$ cat config.mk
export PLATFORM = sky130hd
export DESIGN_NAME = latlong_sphere_index_generator_core
export DESIGN_NICKNAME = d
export VERILOG_FILES = /design/src/design/lsig_pkg.sv /design/src/design/lsig_cfg.sv /design/src/design/lsig_walk.sv /design/src/design/latlong_sphere_index_generator_core.sv
export SDC_FILE = /design/constraint.sdc
export NUM_CORES = 1
export LEC_CHECK = 0
export BUFFER_PORTS_ARGS = -buffer_cell sky130_fd_sc_hd__buf_2
export CAP_MARGIN = 30
export CORE_ASPECT_RATIO = 0.9
export CORE_MARGIN = 3
export CORE_UTILIZATION = 50
export CTS_CLUSTER_DIAMETER = 200
export DETAILED_ROUTE_END_ITERATION = 10
export HOLD_SLACK_MARGIN = 0.08
export PLACE_DENSITY = 0.7
export SLEW_MARGIN = 20
export SYNTH_ARGS = -nofsm -noshare
export SYNTH_HDL_FRONTEND = slang
export SYNTH_SLANG_ARGS = --single-unit
export TNS_END_PERCENT = 1
$ cat constraint.sdc
create_clock -name clk -period 7.4 [get_ports clk]
set_input_delay 0.37 -clock clk [delete_from_list [all_inputs] [get_ports clk]]
set_output_delay 0.37 -clock clk [all_outputs]
set_load 0.05 [all_outputs]
$ cat src/design/lsig_pkg.sv
`default_nettype none
// ----------------------------------------------------------------------------
// lsig_pkg
// Shared types and constants for the lat-long sphere index generator.
// ----------------------------------------------------------------------------
package lsig_pkg;

	localparam int MAX_RINGS    = 64;
	localparam int MAX_SEGMENTS = 128;

	localparam int RING_W = 7;   // ring_count register / ring position
	localparam int SEG_W  = 8;   // segment_count register (holds 128)
	localparam int POS_W  = 7;   // segment position 0..127
	localparam int IDX_W  = 14;  // vertex index

	localparam logic [RING_W-1:0] RING_MIN = RING_W'(1);
	localparam logic [RING_W-1:0] RING_MAX = RING_W'(MAX_RINGS);
	localparam logic [SEG_W-1:0]  SEG_MIN  = SEG_W'(3);
	localparam logic [SEG_W-1:0]  SEG_MAX  = SEG_W'(MAX_SEGMENTS);

	// configuration register indexes
	typedef enum logic [1:0] {
		CFG_RING_COUNT      = 2'd0,
		CFG_SEGMENT_COUNT   = 2'd1,
		CFG_HEMISPHERE_ONLY = 2'd2,
		CFG_UNUSED          = 2'd3
	} cfg_idx_t;

	// walk section, one-hot
	typedef enum logic [3:0] {
		SEC_UPPER_BAND = 4'b0001,
		SEC_UPPER_CAP  = 4'b0010,
		SEC_LOWER_BAND = 4'b0100,
		SEC_LOWER_CAP  = 4'b1000
	} sec_t;

	// effective configuration seen by the walker
	typedef struct packed {
		logic [RING_W-1:0] rings;      // clamped to 1..MAX_RINGS
		logic [SEG_W-1:0]  segs;       // clamped to 3..MAX_SEGMENTS
		logic              hemi;
		logic              start_pend; // next triangle restarts the walk
	} walk_cfg_t;

	// one triangle
	typedef struct packed {
		logic [IDX_W-1:0] a;
		logic [IDX_W-1:0] b;
		logic [IDX_W-1:0] c;
		logic             done;
	} tri_t;

endpackage
`default_nettype wire

$ cat src/design/lsig_cfg.sv
`default_nettype none
// ----------------------------------------------------------------------------
// lsig_cfg
// Configuration registers, count clamping and the pending walk restart.
// ----------------------------------------------------------------------------
module lsig_cfg import lsig_pkg::*; (
	input  wire logic             clk,
	input  wire logic             arst_n,
	input  wire logic             cfg_wr,
	input  wire logic [1:0]       cfg_index,
	input  wire logic [7:0]       cfg_data,
	input  wire logic             consume,
	output walk_cfg_t             wcfg
);

	logic [RING_W-1:0] ring_count_q;
	logic [SEG_W-1:0]  segment_count_q;
	logic              hemi_q;
	logic              start_pend_q;
	cfg_idx_t          idx;

	assign idx = cfg_idx_t'(cfg_index);

	always_ff @(posedge clk or negedge arst_n) begin
		if (!arst_n) begin
			ring_count_q    <= RING_MIN;
			segment_count_q <= SEG_MIN;
			hemi_q          <= 1'b0;
			start_pend_q    <= 1'b1;
		end else if (cfg_wr) begin
			case (idx)
				CFG_RING_COUNT: begin
					ring_count_q <= cfg_data[RING_W-1:0];
					start_pend_q <= 1'b1;
				end
				CFG_SEGMENT_COUNT: begin
					segment_count_q <= cfg_data[SEG_W-1:0];
					start_pend_q    <= 1'b1;
				end
				CFG_HEMISPHERE_ONLY: begin
					hemi_q       <= cfg_data[0];
					start_pend_q <= 1'b1;
				end
				default: begin
				end
			endcase
		end else if (consume) begin
			start_pend_q <= 1'b0;
		end
	end

	always_comb begin
		wcfg = '0;
		if (ring_count_q < RING_MIN)      wcfg.rings = RING_MIN;
		else if (ring_count_q > RING_MAX) wcfg.rings = RING_MAX;
		else                              wcfg.rings = ring_count_q;
		if (segment_count_q < SEG_MIN)      wcfg.segs = SEG_MIN;
		else if (segment_count_q > SEG_MAX) wcfg.segs = SEG_MAX;
		else                                wcfg.segs = segment_count_q;
		wcfg.hemi       = hemi_q;
		wcfg.start_pend = start_pend_q;
	end

endmodule
`default_nettype wire

$ cat src/design/lsig_walk.sv
`default_nettype none
// ----------------------------------------------------------------------------
// lsig_walk
// Walk state with running ring bases; forms one triangle and the next state.
// ----------------------------------------------------------------------------
module lsig_walk import lsig_pkg::*; (
	input  wire logic  clk,
	input  wire logic  arst_n,
	input  walk_cfg_t  wcfg,
	input  wire logic  step,
	input  wire logic  restart,
	output tri_t       tri_o
);

	sec_t              sec_q, sec_e, sec_d;
	logic [RING_W-1:0] ring_q, ring_e, ring_d;
	logic [POS_W-1:0]  seg_q, seg_e, seg_d;
	logic              half_q, half_e, half_d;
	logic [IDX_W-1:0]  prev_q, prev_e, prev_d;  // base of the lower-numbered ring
	logic [IDX_W-1:0]  cur_q, cur_e, cur_d;     // base of the next ring, or the pole

	logic              go_start;
	logic              single_ring;
	logic [SEG_W-1:0]  i_inc;
	logic              last_seg;
	logic [POS_W-1:0]  n;
	logic [RING_W:0]   ring_inc;
	logic              last_ring;
	logic [IDX_W-1:0]  segs_w;
	logic [IDX_W-1:0]  p_i, p_n, c_i, c_n;

	assign single_ring = (wcfg.rings == RING_MIN);
	assign go_start    = restart | wcfg.start_pend;
	assign segs_w      = IDX_W'(wcfg.segs);

	// state as seen by this triangle, after any restart
	always_comb begin
		if (go_start) begin
			sec_e  = single_ring ? SEC_UPPER_CAP : SEC_UPPER_BAND;
			ring_e = RING_W'(1);
			seg_e  = '0;
			half_e = 1'b0;
			prev_e = '0;
			cur_e  = segs_w;
		end else begin
			sec_e  = sec_q;
			ring_e = ring_q;
			seg_e  = seg_q;
			half_e = half_q;
			prev_e = prev_q;
			cur_e  = cur_q;
		end
	end

	assign i_inc     = {1'b0, seg_e} + SEG_W'(1);
	assign last_seg  = (i_inc == wcfg.segs);
	assign n         = last_seg ? '0 : i_inc[POS_W-1:0];
	assign ring_inc  = {1'b0, ring_e} + (RING_W+1)'(1);
	assign last_ring = (ring_inc >= {1'b0, wcfg.rings});

	assign p_i = prev_e + IDX_W'(seg_e);
	assign p_n = prev_e + IDX_W'(n);
	assign c_i = cur_e + IDX_W'(seg_e);
	assign c_n = cur_e + IDX_W'(n);

	always_comb begin
		tri_o = '0;
		case (sec_e)
			SEC_UPPER_BAND: begin
				tri_o.a = p_i;
				tri_o.b = half_e ? c_n : p_n;
				tri_o.c = half_e ? c_i : c_n;
			end
			SEC_UPPER_CAP: begin
				tri_o.a    = p_i;
				tri_o.b    = p_n;
				tri_o.c    = cur_e;
				tri_o.done = wcfg.hemi & last_seg;
			end
			SEC_LOWER_BAND: begin
				tri_o.a = p_i;
				tri_o.b = half_e ? c_i : c_n;
				tri_o.c = half_e ? c_n : p_n;
			end
			SEC_LOWER_CAP: begin
				tri_o.a    = p_n;
				tri_o.b    = p_i;
				tri_o.c    = cur_e;
				tri_o.done = last_seg;
			end
			default: begin
			end
		endcase
	end

	// next state
	always_comb begin
		sec_d  = sec_e;
		ring_d = ring_e;
		seg_d  = seg_e;
		half_d = half_e;
		prev_d = prev_e;
		cur_d  = cur_e;
		if (tri_o.done) begin
			sec_d  = single_ring ? SEC_UPPER_CAP : SEC_UPPER_BAND;
			ring_d = RING_W'(1);
			seg_d  = '0;
			half_d = 1'b0;
			prev_d = '0;
			cur_d  = segs_w;
		end else begin
			case (sec_e)
				SEC_UPPER_BAND, SEC_LOWER_BAND: begin
					if (!half_e) begin
						half_d = 1'b1;
					end else begin
						half_d = 1'b0;
						seg_d  = i_inc[POS_W-1:0];
						if (last_seg) begin
							seg_d  = '0;
							ring_d = ring_inc[RING_W-1:0];
							prev_d = cur_e;
							cur_d  = cur_e + segs_w;
							if (last_ring) begin
								ring_d = RING_W'(1);
								sec_d  = (sec_e == SEC_UPPER_BAND) ? SEC_UPPER_CAP
								                                   : SEC_LOWER_CAP;
							end
						end
					end
				end
				SEC_UPPER_CAP: begin
					seg_d = i_inc[POS_W-1:0];
					if (last_seg) begin
						// lower half starts on the equator; its rings follow the pole
						sec_d  = single_ring ? SEC_LOWER_CAP : SEC_LOWER_BAND;
						ring_d = RING_W'(1);
						seg_d  = '0;
						half_d = 1'b0;
						prev_d = '0;
						cur_d  = cur_e + IDX_W'(1);
					end
				end
				default: begin
					seg_d = i_inc[POS_W-1:0];
				end
			endcase
		end
	end

	always_ff @(posedge clk or negedge arst_n) begin
		if (!arst_n) begin
			sec_q  <= SEC_UPPER_BAND;
			ring_q <= RING_W'(1);
			seg_q  <= '0;
			half_q <= 1'b0;
			prev_q <= '0;
			cur_q  <= '0;
		end else if (step) begin
			sec_q  <= sec_d;
			ring_q <= ring_d;
			seg_q  <= seg_d;
			half_q <= half_d;
			prev_q <= prev_d;
			cur_q  <= cur_d;
		end
	end

endmodule
`default_nettype wire

$ cat src/design/latlong_sphere_index_generator_core.sv
`default_nettype none
// An input transfer is registered in the input stage, then in the result stage once that is free.
// Throughput: one triangle per cycle while the result side is not stalled by m_tready.
// The output stage decouples the sides: a new input is taken while a result waits, if the input stage is empty.
// Reset (arst_n low, asynchronous): stages empty, ring_count 1, segment_count 3,
// full sphere, walk at the first triangle.
// ----------------------------------------------------------------------------
// latlong_sphere_index_generator_core
// Emits the vertex index triples of a latitude-longitude sphere, one per input.
// ----------------------------------------------------------------------------
module latlong_sphere_index_generator_core import lsig_pkg::*; (
	input  wire logic        clk,
	input  wire logic        arst_n,
	// input stream
	input  wire logic        s_tvalid,
	output logic             s_tready,
	input  wire logic [7:0]  s_tdata,   // [0] restart, [7:1] zero
	// result stream
	output logic             m_tvalid,
	input  wire logic        m_tready,
	output logic [47:0]      m_tdata,   // [13:0] vertex_a, [27:14] vertex_b,
	                                    // [41:28] vertex_c, [47:42] zero
	output logic             m_tlast,   // mesh_done
	// configuration write channel
	input  wire logic        cfg_valid,
	output logic             cfg_ready,
	input  wire logic [1:0]  cfg_index,
	input  wire logic [7:0]  cfg_data
);

	logic              s1_valid_q;
	logic              restart_s1;
	logic              out_valid_s2;
	tri_t              tri_s2;
	logic              adv;        // input stage moves into result stage
	logic              in_xfer;
	walk_cfg_t         wcfg;
	tri_t              tri_c;

	// config writes must arrive only while idle; the block does not enforce this and always takes them
	assign cfg_ready = 1'b1;

	assign adv      = s1_valid_q & (~out_valid_s2 | m_tready);
	assign s_tready = ~s1_valid_q | adv;
	assign in_xfer  = s_tvalid & s_tready;

	lsig_cfg u_cfg (
		.clk       (clk),
		.arst_n    (arst_n),
		.cfg_wr    (cfg_valid & cfg_ready),
		.cfg_index (cfg_index),
		.cfg_data  (cfg_data),
		.consume   (adv),
		.wcfg      (wcfg)
	);

	lsig_walk u_walk (
		.clk     (clk),
		.arst_n  (arst_n),
		.wcfg    (wcfg),
		.step    (adv),
		.restart (restart_s1),
		.tri_o   (tri_c)
	);

	// input stage
	always_ff @(posedge clk or negedge arst_n) begin
		if (!arst_n) begin
			s1_valid_q <= 1'b0;
		end else if (s_tready) begin
			s1_valid_q <= s_tvalid;
		end
	end

	always_ff @(posedge clk) begin
		if (in_xfer) begin
			restart_s1 <= s_tdata[0];
		end
	end

	// result stage
	always_ff @(posedge clk or negedge arst_n) begin
		if (!arst_n) begin
			out_valid_s2 <= 1'b0;
		end else if (adv) begin
			out_valid_s2 <= 1'b1;
		end else if (m_tready) begin
			out_valid_s2 <= 1'b0;
		end
	end

	always_ff @(posedge clk) begin
		if (adv) begin
			tri_s2 <= tri_c;
		end
	end

	assign m_tvalid = out_valid_s2;
	assign m_tdata  = {6'd0, tri_s2.c, tri_s2.b, tri_s2.a};
	assign m_tlast  = tri_s2.done;

endmodule
`default_nettype wire

==> results.ini <==
[status]
status=complete, no violations

[global_routing]
antenna_found_initial=0
grt_max_degree=67
grt_usage=0.292
gr-total-overflow=0
grt_pass1_wl_um=46400
grt_pass1_vias=8202

[placement]
dp_hpwl_um=21200
port_buffers=60
place.gp.congestion=0.986
placed_area_um2=9880

[sta]
fin_crit_ps=6160
maxSlewHeadroom=0.286
maxClockFrequency_mhz=162
worst_pin_slew_ps=1070
slew_violations=0
finalSetupViolations=0
rsz0062_at_grt=no
clock_skew_ps=8.86
setup_tns_ps=0
timing.final.crit_share=0.832
finalHoldViolCount=0

[route]
via_per_inst=6.67
avgRoutedWirePerCell_um=21.9
dr.pass1.iters=8
vias=9204
routed_wl_um=30300
initialDrtViolationCount=1210
drc_errors=0
antenna_left=0

[clock_network]
h-tree-depth=3
clk_pin_slew_ps=80
cts_resized=0
clk_path_buf_depth=2
clkSinkCount=110
cts-root-buf=clkbuf_16
cts_setup_buffers=0
cts_made_buffers=9
clk_latency_ps=370
holdBufCountCts=0
tritoncts=built

[setup_path]
crit_type=reg2reg
crit_path_end_kind=flip-flop
crit_path_max_incr_delay_ps=650
path_buf_inv=2
reg2reg_slack_ps=1240
critical_path.top_delay_family=compound AO/OA/AOI/OAI gates
crit_required_ps=7480
r2r-start=restart_s1$_DFFE_PP_
crit_slowest_cell=mux2i_1
start_kind=flip-flop
startpoint=restart_s1$_DFFE_PP_
cp_max_fo=13
crit_arrival_ps=6240

[logic_synthesis]
syn_area_per_cell_um2=8.62
synthAdderAreaFrac=0.0667
synth-xor-area-share=0.0632
postSynth.asyncResetShare=0.600
yosysSeqAreaShare=0.315
netlist-cell-type-count=104
synthFlopType=dfrtp_1
synth_top_family_by_area=compound AO/OA/AOI/OAI gates
syn_area_um2=9460
synth_simple_gate_area_frac=0.194
synth-seq-cells=110
ys_warn_count=0
synth_top_cell_area_share=0.159
ys_top_cells_by_area=dfrtp_1 16%, edfxtp_1 14%, ha_1 5.8%, nand2_1 5.0%, o21ai_0 4.1%
yosysTopAreaCell=dfrtp_1
syn_inst=1098
synth-edff-count=44
synth_compound_area_frac=0.264
synthMuxAreaShare=0.0435

[floorplan]
io-pin-count=75
die_y_um=136
initial_core_util=0.512
die_w_um=151
fp-row-count=47
core-area_um2=18500
fp.dieArea_um2=20600

[layout]
nets=1200
drive_above_1_share=0.152
postLayoutCellArea_um2=10200
diodes=0
syn_to_final_growth_pct=8.15

[hold_path]
hold_start=s_tdata[0]
min_path_type=in2reg

[pwr]
vdd_drop_max_mv=0.108
powerDensity_nw_per_um2=212
power.leakage_nw=4.14

[flow_run]
maxCapViolCount=0

## placed cells by master, fill, tap and decap left out, types with 12 or more instances in the layout
cell      count
nand2_1     127
nor2_1       87
o21ai_0      78
a21oi_1      70
buf_2        61
dfrtp_1      60
ha_1         44
edfxtp_1     44
xnor2_1      39
nand3_1      29
nor3_1       27
inv_1        25
o22ai_1      25
xor2_1       24
a22o_1       24
mux2i_1      22
buf_4        22
and2_1       19
mux2_2       17
a21o_1       16
o221ai_1     15
nand2b_1     14
a22oi_1      12
## report_power, final
part / total [mW] / internal (mW) / switching, mW
clock network: 0.511 / 0.257 / 0.254
logic: 0.843 / 0.275 / 0.568
registers: 0.817 / 0.728 / 0.0886
## worst reg2reg max path: stages, from the launching register on
cell       delay [ps]
edfxtp_1          360
buf_4             190
nor2_4            280
nand2_1           170
inv_2             170
ha_1              250
and3_2            220
mux2i_1           650
nand4_1           170
o311a_2           200
a311o_2           370
nor2_4            100
nor2_1             70
ha_1              240
fa_1              410
a21o_1            200
a21o_1            200
a21oi_1           150
o21bai_1          130
a21oi_1           390
nor3_1            120
xor2_1            160
nand2_1           150
o2bb2ai_1          90
a31oi_1           220
o221ai_1          190
## metal layers
| layer | GRT usage | vias to the layer above | part of all wire | routed length (um) |
|---|---|---|---|---|
| li1 | - | 4152 | - | - |
| met1 | 0.412 | 4317 | 0.41 | 12400 |
| met2 | 0.425 | 627 | 0.42 | 12800 |
| met3 | 0.0695 | 108 | 0.12 | 3760 |
| met4 | 0.128 | 0 | 0.043 | 1300 |
| met5 | 0 | - | 0 | 0 |
## area by class of cell
class,instances,area (um2)
inverter,31,116
sequential,110,2980
clock inverter,6,58.8
clock buffer,10,250
tap,245,307
fill,1715,8230
timing repair buffer,86,505
multi-input combinational,892,6010
## Yosys cell counts, types with 22 or more instances
| cell | number |
|---|---|
| xor2_1 | 24 |
| o22ai_1 | 26 |
| nor3_1 | 28 |
| xnor2_1 | 39 |
| o21ai_0 | 78 |
| nand3_1 | 29 |
| mux2i_1 | 22 |
| ha_1 | 44 |
| a21oi_1 | 70 |
| nor2_1 | 87 |
| edfxtp_1 | 44 |
| nand2_1 | 127 |
| dfrtp_1 | 60 |
| a22o_1 | 24 |
| inv_1 | 26 |
| clkbuf_1 | 40 |
## state kept, by name, indices dropped and copies added, names as in the netlist
signal	cells
m_tdata	42
u_walk.cur_q	14
u_walk.prev_q	14
u_cfg.segment_count_q	8
u_cfg.ring_count_q	7
u_walk.ring_q	7
u_walk.seg_q	7
u_walk.sec_q	4
m_tlast	1
m_tvalid	1
restart_s1	1
s1_valid_q	1
u_cfg.hemi_q	1
u_cfg.start_pend_q	1
u_walk.half_q	1
## logic make-up (layout without fill, tap and decap cells)
| family | count (synthesis) | after routing |
|---|---|---|
| simple gates | 373 | 373 |
| compound gates | 359 | 359 |
| flops | 110 | 110 |
| buf+inv | 101 | 133 |
| xor+xnor | 65 | 65 |
| fa+ha+maj | 49 | 49 |
| mux | 39 | 39 |
| other cells | 2 | 7 |
## worst paths after layout
kind	endpoint	depth (start not counted)
max in group asynchronous	u_walk.sec_q[0]$_DFFE_PN1P_	4
worst min register to register	u_walk.prev_q[3]$_DFFE_PN0P_	2
worst max-delay path	m_tdata[40]$_DFFE_PP_	25
min in group asynchronous	u_cfg.ring_count_q[3]$_DFFE_PN0P_	3
worst max register to register	m_tdata[40]$_DFFE_PP_	25
worst min-delay path	restart_s1$_DFFE_PP_	1
## stage by stage
| step | utilization | std cells | hold slack [ps] | setup WS [ps] | power, mW |
|---|---|---|---|---|---|
| 2_1_floorplan | - | 1103 | 74.4 | 595 | 1.42 |
| 3_3_place_gp | 0.535 | 1360 | 453 | 1520 | 1.62 |
| 3_5_place_dp | 0.535 | 1361 | 462 | 1450 | 1.64 |
| 4_1_cts | 0.552 | 1377 | 174 | 1370 | 2.15 |
| 5_1_grt | 0.554 | 1380 | 180 | 869 | 2.27 |
| 6_report | 0.554 | 1380 | 176 | 1240 | 2.17 |
No activity file was read; power rests on OpenSTA's default activity.
